==> config.mk <==
export PLATFORM = sky130hd
export DESIGN_NAME = circle_ring_pixel_painter
export DESIGN_NICKNAME = d
export VERILOG_FILES = /design/src/hw/rtl/crpp_pkg.sv /design/src/hw/rtl/circle_ring_pixel_painter.sv
export SDC_FILE = /design/constraint.sdc
export NUM_CORES = 2
export LEC_CHECK = 0
export BUFFER_PORTS_ARGS = -buffer_cell sky130_fd_sc_hd__buf_2
export CORE_UTILIZATION = 35
export CTS_BUF_LIST = sky130_fd_sc_hd__clkbuf_16
export CTS_CLUSTER_DIAMETER = 100
export DETAILED_ROUTE_END_ITERATION = 10
export HOLD_SLACK_MARGIN = 0.1
export MAX_ROUTING_LAYER = met4
export PLACE_DENSITY_LB_ADDON = 0.15
export SYNTH_ARGS = -nofsm -noshare
export SYNTH_HDL_FRONTEND = slang
export SYNTH_SLANG_ARGS = --single-unit
==> constraint.sdc <==
create_clock -name clk_i -period 6.4 [get_ports clk_i]
set_input_delay 0 -clock clk_i [delete_from_list [all_inputs] [get_ports clk_i]]
set_output_delay 0 -clock clk_i [all_outputs]
set_load 0.01 [all_outputs]
==> src/hw/rtl/crpp_pkg.sv <==
// ----------------------------------------------------------------------------
// crpp_pkg
// shared widths, register indexes and constants of the circle ring painter
// ----------------------------------------------------------------------------
`timescale 1ns / 1ps

package crpp_pkg;

  localparam int unsigned MaxDim = 4096;

  localparam int unsigned CoordW  = 12;
  localparam int unsigned CentreW = 14;
  localparam int unsigned LenW    = 13;
  localparam int unsigned ColourW = 24;
  localparam int unsigned CfgIdxW = 3;

  // difference of pixel and centre, signed
  localparam int unsigned DiffW = CentreW + 1;
  // square of one difference
  localparam int unsigned SqW   = 2 * DiffW - 2;
  // four times the squared distance, and every squared bound
  localparam int unsigned DistW = SqW + 3;

  typedef logic [CfgIdxW-1:0] cfg_idx_t;
  typedef logic [ColourW-1:0] colour_t;
  typedef logic [DistW-1:0]   dist_t;

  localparam cfg_idx_t RegCenterX      = 3'd0;
  localparam cfg_idx_t RegCenterY      = 3'd1;
  localparam cfg_idx_t RegCircleRadius = 3'd2;
  localparam cfg_idx_t RegRingThick    = 3'd3;
  localparam cfg_idx_t RegFillEnable   = 3'd4;
  localparam cfg_idx_t RegOutlineRgb   = 3'd5;
  localparam cfg_idx_t RegInteriorRgb  = 3'd6;

endpackage

==> src/hw/rtl/circle_ring_pixel_painter.sv <==
// ----------------------------------------------------------------------------
// circle_ring_pixel_painter
// Pipeline: a pixel request taken at a start edge passes the registers
// v1_q, v2_q, v3_q and valid_q to its result strobe. Throughput: one pixel
// per cycle, busy stays low and the receiver cannot stall. Reset clears all
// settings to zero and drops any pixel still in the pipeline. Squared bounds
// follow a settings write through the setting, doubled and squared registers.
// ----------------------------------------------------------------------------
`timescale 1ns / 1ps

module circle_ring_pixel_painter (
  input  logic                      clk_i,
  input  logic                      rst_ni,
  input  logic                      cfg_we_i,
  input  crpp_pkg::cfg_idx_t        cfg_idx_i,
  input  logic [crpp_pkg::ColourW-1:0] cfg_wdata_i,
  input  logic                      start,
  output logic                      busy,
  input  logic [crpp_pkg::CoordW-1:0] pixel_x_i,
  input  logic [crpp_pkg::CoordW-1:0] pixel_y_i,
  input  logic [7:0]                in_red_i,
  input  logic [7:0]                in_green_i,
  input  logic [7:0]                in_blue_i,
  output logic                      result_valid_o,
  output logic [7:0]                out_red_o,
  output logic [7:0]                out_green_o,
  output logic [7:0]                out_blue_o,
  output logic                      bad_setting_o
);
  import crpp_pkg::*;

  // settings
  logic signed [CentreW-1:0] center_x_q, center_y_q;
  logic [LenW-1:0]           radius_q, thick_q;
  logic                      fill_q;
  colour_t                   outline_q, interior_q;

  // derived bounds, doubled units
  logic [LenW:0]   rad2_q, inner2_q;
  logic [LenW+1:0] outer2_q;
  dist_t           rad_sq_q, inner_sq_q, outer_sq_q;
  logic [LenW:0]   rad2_d, inner2_d;
  logic [LenW+1:0] outer2_d;

  // pipeline
  logic                    v1_q, v2_q, v3_q, valid_q;
  logic signed [DiffW-1:0] dx1_q, dy1_q;
  logic [SqW-1:0]          sqx2_q, sqy2_q;
  dist_t                   dist3_q;
  colour_t                 rgb1_q, rgb2_q, rgb3_q, rgb_q;
  logic                    bad1_q, bad2_q, bad3_q, bad_q;
  logic                    skip1_q, skip2_q, skip3_q;

  logic                    accept;
  logic signed [DiffW-1:0] dx_d, dy_d;
  logic                    bad_d, oor_d;
  logic signed [2*DiffW-1:0] prodx, prody;
  dist_t                   dist_d;
  logic                    in_disc, on_ring;
  colour_t                 rgb_d;

  assign busy   = 1'b0;
  assign accept = start & ~busy;

  // settings writes
  always_ff @(posedge clk_i or negedge rst_ni) begin
    if (!rst_ni) begin
      center_x_q <= '0;
      center_y_q <= '0;
      radius_q   <= '0;
      thick_q    <= '0;
      fill_q     <= 1'b0;
      outline_q  <= '0;
      interior_q <= '0;
    end else if (cfg_we_i) begin
      unique case (cfg_idx_i)
        RegCenterX:      center_x_q <= cfg_wdata_i[CentreW-1:0];
        RegCenterY:      center_y_q <= cfg_wdata_i[CentreW-1:0];
        RegCircleRadius: radius_q   <= cfg_wdata_i[LenW-1:0];
        RegRingThick:    thick_q    <= cfg_wdata_i[LenW-1:0];
        RegFillEnable:   fill_q     <= cfg_wdata_i[0];
        RegOutlineRgb:   outline_q  <= cfg_wdata_i;
        RegInteriorRgb:  interior_q <= cfg_wdata_i;
        default: ;
      endcase
    end
  end

  // bounds, inner edge clamped at zero
  always_comb begin
    rad2_d   = {radius_q, 1'b0};
    inner2_d = (rad2_d > {1'b0, thick_q}) ? (rad2_d - {1'b0, thick_q}) : '0;
    outer2_d = {1'b0, rad2_d} + {2'b00, thick_q};
  end

  always_ff @(posedge clk_i or negedge rst_ni) begin
    if (!rst_ni) begin
      rad2_q     <= '0;
      inner2_q   <= '0;
      outer2_q   <= '0;
      rad_sq_q   <= '0;
      inner_sq_q <= '0;
      outer_sq_q <= '0;
    end else begin
      rad2_q     <= rad2_d;
      inner2_q   <= inner2_d;
      outer2_q   <= outer2_d;
      rad_sq_q   <= dist_t'(rad2_q) * dist_t'(rad2_q);
      inner_sq_q <= dist_t'(inner2_q) * dist_t'(inner2_q);
      outer_sq_q <= dist_t'(outer2_q) * dist_t'(outer2_q);
    end
  end

  // stage 1: differences and request flags
  always_comb begin
    dx_d  = $signed({3'b000, pixel_x_i}) - $signed({center_x_q[CentreW-1], center_x_q});
    dy_d  = $signed({3'b000, pixel_y_i}) - $signed({center_y_q[CentreW-1], center_y_q});
    bad_d = (radius_q == '0) || (thick_q == '0);
    oor_d = (int'(pixel_x_i) >= MaxDim) || (int'(pixel_y_i) >= MaxDim);
  end

  // stage 2: squares
  assign prodx = dx1_q * dx1_q;
  assign prody = dy1_q * dy1_q;

  // stage 4: ring and disc tests, outline wins
  always_comb begin
    in_disc = fill_q && (dist3_q <= rad_sq_q);
    on_ring = (dist3_q >= inner_sq_q) && (dist3_q <= outer_sq_q);
    rgb_d   = rgb3_q;
    if (!skip3_q) begin
      if (in_disc) begin
        rgb_d = interior_q;
      end
      if (on_ring) begin
        rgb_d = outline_q;
      end
    end
  end

  assign dist_d = {DistW'({1'b0, sqx2_q} + {1'b0, sqy2_q})} << 2;

  always_ff @(posedge clk_i or negedge rst_ni) begin
    if (!rst_ni) begin
      v1_q    <= 1'b0;
      v2_q    <= 1'b0;
      v3_q    <= 1'b0;
      valid_q <= 1'b0;
    end else begin
      v1_q    <= accept;
      v2_q    <= v1_q;
      v3_q    <= v2_q;
      valid_q <= v3_q;
    end
  end

  always_ff @(posedge clk_i) begin
    dx1_q   <= dx_d;
    dy1_q   <= dy_d;
    rgb1_q  <= {in_red_i, in_green_i, in_blue_i};
    bad1_q  <= bad_d;
    skip1_q <= bad_d | oor_d;

    sqx2_q  <= prodx[SqW-1:0];
    sqy2_q  <= prody[SqW-1:0];
    rgb2_q  <= rgb1_q;
    bad2_q  <= bad1_q;
    skip2_q <= skip1_q;

    dist3_q <= dist_d;
    rgb3_q  <= rgb2_q;
    bad3_q  <= bad2_q;
    skip3_q <= skip2_q;

    rgb_q   <= rgb_d;
    bad_q   <= bad3_q;
  end

  assign result_valid_o = valid_q;
  assign out_red_o      = rgb_q[23:16];
  assign out_green_o    = rgb_q[15:8];
  assign out_blue_o     = rgb_q[7:0];
  assign bad_setting_o  = bad_q;

  // every request gives a result once it has passed the pipeline
  a_req_to_result: assert property (@(posedge clk_i) disable iff (!rst_ni)
    start |-> ##4 result_valid_o)
    else $error("request lost in pipeline");

  a_result_has_req: assert property (@(posedge clk_i) disable iff (!rst_ni)
    result_valid_o |-> $past(start, 4))
    else $error("result without request");

  a_bad_passes: assert property (@(posedge clk_i) disable iff (!rst_ni)
    result_valid_o && bad_setting_o |->
      (out_red_o == $past(in_red_i, 4)) && (out_green_o == $past(in_green_i, 4)) &&
      (out_blue_o == $past(in_blue_i, 4)))
    else $error("pixel changed under bad setting");

  a_colour_source: assert property (@(posedge clk_i) disable iff (!rst_ni)
    result_valid_o && (out_blue_o != $past(in_blue_i, 4)) |->
      (out_blue_o == outline_q[7:0]) || (fill_q && (out_blue_o == interior_q[7:0])))
    else $error("painted colour from no source");

endmodule
==> flow_metrics.env <==
export IMPL_outcome="finished clean"
export IMPL_ant_nets=0
export IMPL_multi_input_comb_area_mm2=0.0335
export IMPL_drt_total_wl_mm=123
export IMPL_whs_ps=138
export IMPL_rsz0062_at_grt="false"
export IMPL_maxSlewViolCount=0
export IMPL_grt_max_degree=74
export IMPL_drt_met1_wl_mm=57.6
export IMPL_fin_util=0.398
export IMPL_track_usage=0.188
export IMPL_worstPathRequired_ps=6940
export IMPL_firstDrtPassIters=4
export IMPL_ys_ff_latch=443
export IMPL_avgSynthCellArea_um2=9.73
export IMPL_post_drt_wl_per_cell_um=17.4
export IMPL_core_area_mm2=0.138
export IMPL_synth_edf_count=0
export IMPL_tritoncts="yes"
export IMPL_gp_congestion=0.862
export IMPL_timing_rr_start="dy1_q[10]$_DFF_P_"
export IMPL_synth_main_ff_cell="dfrtp_1"
export IMPL_hold_depth=3
export IMPL_hp_start="cfg_wdata_i[23]"
export IMPL_yosys_cell_types_count=82
export IMPL_dr_first_iter_drc_count=1301
export IMPL_r2r_slack_ps=340
export IMPL_grt_pass1_vias=36500
export IMPL_path_max_fanout=12
export IMPL_syn_nets=6373
export IMPL_die_area_mm2=0.140
export IMPL_antenna_found_initial=6
export IMPL_clock_latency_ps=650
export IMPL_setup_viol=0
export IMPL_clkSinkCount=443
export IMPL_cts_root_buf="clkbuf_16"
export IMPL_netlist_area_mm2=0.0486
export IMPL_timing_setup_tns_ps=0
export IMPL_crit_type="flip-flop to flip-flop"
export IMPL_num_vias=33200
export IMPL_die_w_um=375
export IMPL_start_util=0.353
export IMPL_critical_path_most_common_cell="fa_1"
export IMPL_grt_pass1_wl_mm=202
export IMPL_slowest_delay_ps=520
export IMPL_vias_per_cell=4.68
export IMPL_clkTransAtPathRegs_ps=60
export IMPL_io_buffer_count=104
export IMPL_ys_seq_area_frac=0.206
export IMPL_numCtsBuffers=54
export IMPL_fin_crit_sh=0.947
export IMPL_finalNetCount=6629
export IMPL_final_hold_viol_count=0
export IMPL_reg2reg_depth=21
export IMPL_cts_buffer_depth=3
export IMPL_cap_violations=0
export IMPL_route_met2_wl_mm=60.6
export IMPL_hpwl_mm=102
export IMPL_min_period_ps=6060
export IMPL_yosys_warnings=0
export IMPL_r2r_end="sqy2_q[27]$_DFF_P_"
export IMPL_top_layer_used="met4"
export IMPL_max_clock_freq_mhz=165
export IMPL_grt_overflow=0
export IMPL_critical_path_arrival_ps=6600
export IMPL_tightest_slew_ps=1180
export IMPL_synth_cells=5000
export IMPL_worst_path_max_delay_cell="fa_1"
export IMPL_fp_row_count=136
export IMPL_top_level_ports=106
export IMPL_cp_start_kind="flip-flop"
export IMPL_route_met3_wl_mm=2.88
export IMPL_die_h_um=375
export IMPL_htreeDepth=2
export IMPL_fillers=13800
export IMPL_min_to="outline_q[23]$_DFFE_PN0P_"
export IMPL_seqCellArea_mm2=0.0100
export IMPL_slew_limit_headroom=0.213
export IMPL_drc=0
export IMPL_syn2layout_area_growth_pct=12.7
export IMPL_drive_gt1_frac=0.0783
export IMPL_crit_chain="buf_4, and2_1, fa_1, inv_1, fa_1, inv_1, fa_1, fa_1, fa_1, inv_1, fa_1, inv_1, ha_1, a21o_1, nand2_1, nand3b_1, o31ai_2, o31ai_1, a211oi_1, a21oi_1, xnor2_1"
export IMPL_hp_class="input port to flip-flop"
export IMPL_post_cts_buffers=0
export IMPL_synthArstFlopShare=0.519
export IMPL_cp_end_kind="flip-flop"
export IMPL_finClkSkew_ps=54.8
## worst max-delay path: cells and delay by family, from the launching register on
kind	cells	cell delay (ps)
simple gates	3	350
xor+xnor	1	140
flops	1	350
fa+ha+maj	7	3360
buf+inv	5	470
compound gates	5	1270
## worst max-delay path by stage
stage                            from                 end  slack, ps  cells past startpoint
floorplan           dy1_q[14]$_DFF_P_  sqy2_q[27]$_DFF_P_        490                     23
global placement    dx1_q[12]$_DFF_P_  sqx2_q[27]$_DFF_P_        220                     19
detailed placement  dx1_q[12]$_DFF_P_  sqx2_q[27]$_DFF_P_        130                     19
CTS                 dx1_q[12]$_DFF_P_  sqx2_q[27]$_DFF_P_        110                     19
global route         dy1_q[9]$_DFF_P_  sqy2_q[26]$_DFF_P_         10                     18
finish              dy1_q[10]$_DFF_P_  sqy2_q[27]$_DFF_P_        340                     21
## layer usage
metal | vias up | GRT usage
li1 | 16000 | -
met4 | 0 | 0.0333
met2 | 358 | 0.321
met5 | - | -
met3 | 102 | 0.0163
met1 | 16700 | 0.245
## cells in the final DEF (no fill, tap or decap), types with 12 or more instances in the layout
cell type / n
ha_1: 561
a211oi_1: 27
a32o_1: 24
o21a_1: 34
o21ai_0: 107
o21bai_1: 12
nand2b_1: 26
nand4_1: 26
and2_1: 192
nor3_1: 43
nor2b_1: 67
dfxtp_1: 204
xor2_1: 49
and3_1: 19
or3_1: 13
buf_2: 103
a311o_1: 29
clkbuf_16: 55
nor2_1: 187
a2111oi_0: 27
a21oi_1: 143
nand3_1: 28
buf_4: 94
a31oi_1: 16
xnor2_1: 162
a21o_1: 59
inv_1: 1264
dlygate4sd3_1: 124
dfrtp_1: 227
fa_1: 732
mux2_2: 83
nand2_1: 363
## layout make-up
type / instances / share of cell area
clock inverter: 46 / 0.00863
multi-input combinational: 3184 / 0.611
inverter: 1250 / 0.0856
sequential: 443 / 0.183
antenna: 2 / 0.0000913
tap: 1794 / 0.0409
clock buffer: 55 / 0.0251
timing repair buffer: 323 / 0.0457
## kinds of logic after synthesis
| group | synth area share |
|---|---|
| buffers and inverters | 0.106 |
| AO/OA/AOI/OAI | 0.0815 |
| flip-flops | 0.206 |
| AND/OR/NAND/NOR | 0.102 |
| XOR/XNOR | 0.0385 |
| adder cells (fa/ha/maj) | 0.446 |
| other | 0.0000771 |
| multiplexers | 0.0194 |
## flip-flops by register name, summed over array words and instances (netlist names), 14 cells and up
signal and flops:
rgb1_q 24, outline_q 24, sqy2_q 27, inner2_q 14, rgb2_q 24, dist3_q 29, center_y_q 14, rad_sq_q 25
rgb3_q 24, center_x_q 14, interior_q 24, rgb_q 24, inner_sq_q 27, dy1_q 15, dx1_q 15, outer_sq_q 29
sqx2_q 27, outer2_q 15
## cells in the mapped netlist (all sizes together), types with 13 or more instances
cell type  count  area (um2)
inv         1249        4690
fa           733       14700
ha           561        7020
nand2        363        1360
dfrtp        230        5760
dfxtp        213        4260
and2         192        1200
nor2         187         702
xnor2        162        1420
a21oi        148         748
o21ai        116         581
clkbuf       112         420
mux2          83         935
nor2b         67         419
a21o          59         443
xor2          49         429
nor3          44         220
o21a          34         255
a2111oi       30         282
a211oi        29         228
a311o         29         290
nand3         28         140
nand2b        26         163
nand4         26         163
a32o          24         240
and3          19         119
a31oi         16         100
or3           13        81.3
## metrics by stage
stage,setup slack (ps),std cells,instance area (um2)
6_report,336,7097,54800
5_1_grt,14.5,7097,54800
4_1_cts,112,7095,54800
3_5_place_dp,129,6869,51700
3_3_place_gp,216,6869,51700
2_1_floorplan,488,5000,48600
## timing repair
item,4_1_cts,5_1_grt
hold endpoints to repair,323,0
setup endpoints to repair,0,16
hold buffers,125,0
resized for setup,0,15
Power is not shown: default switching activity piles up to over one toggle a cycle in this logic, so the estimate is an artifact.
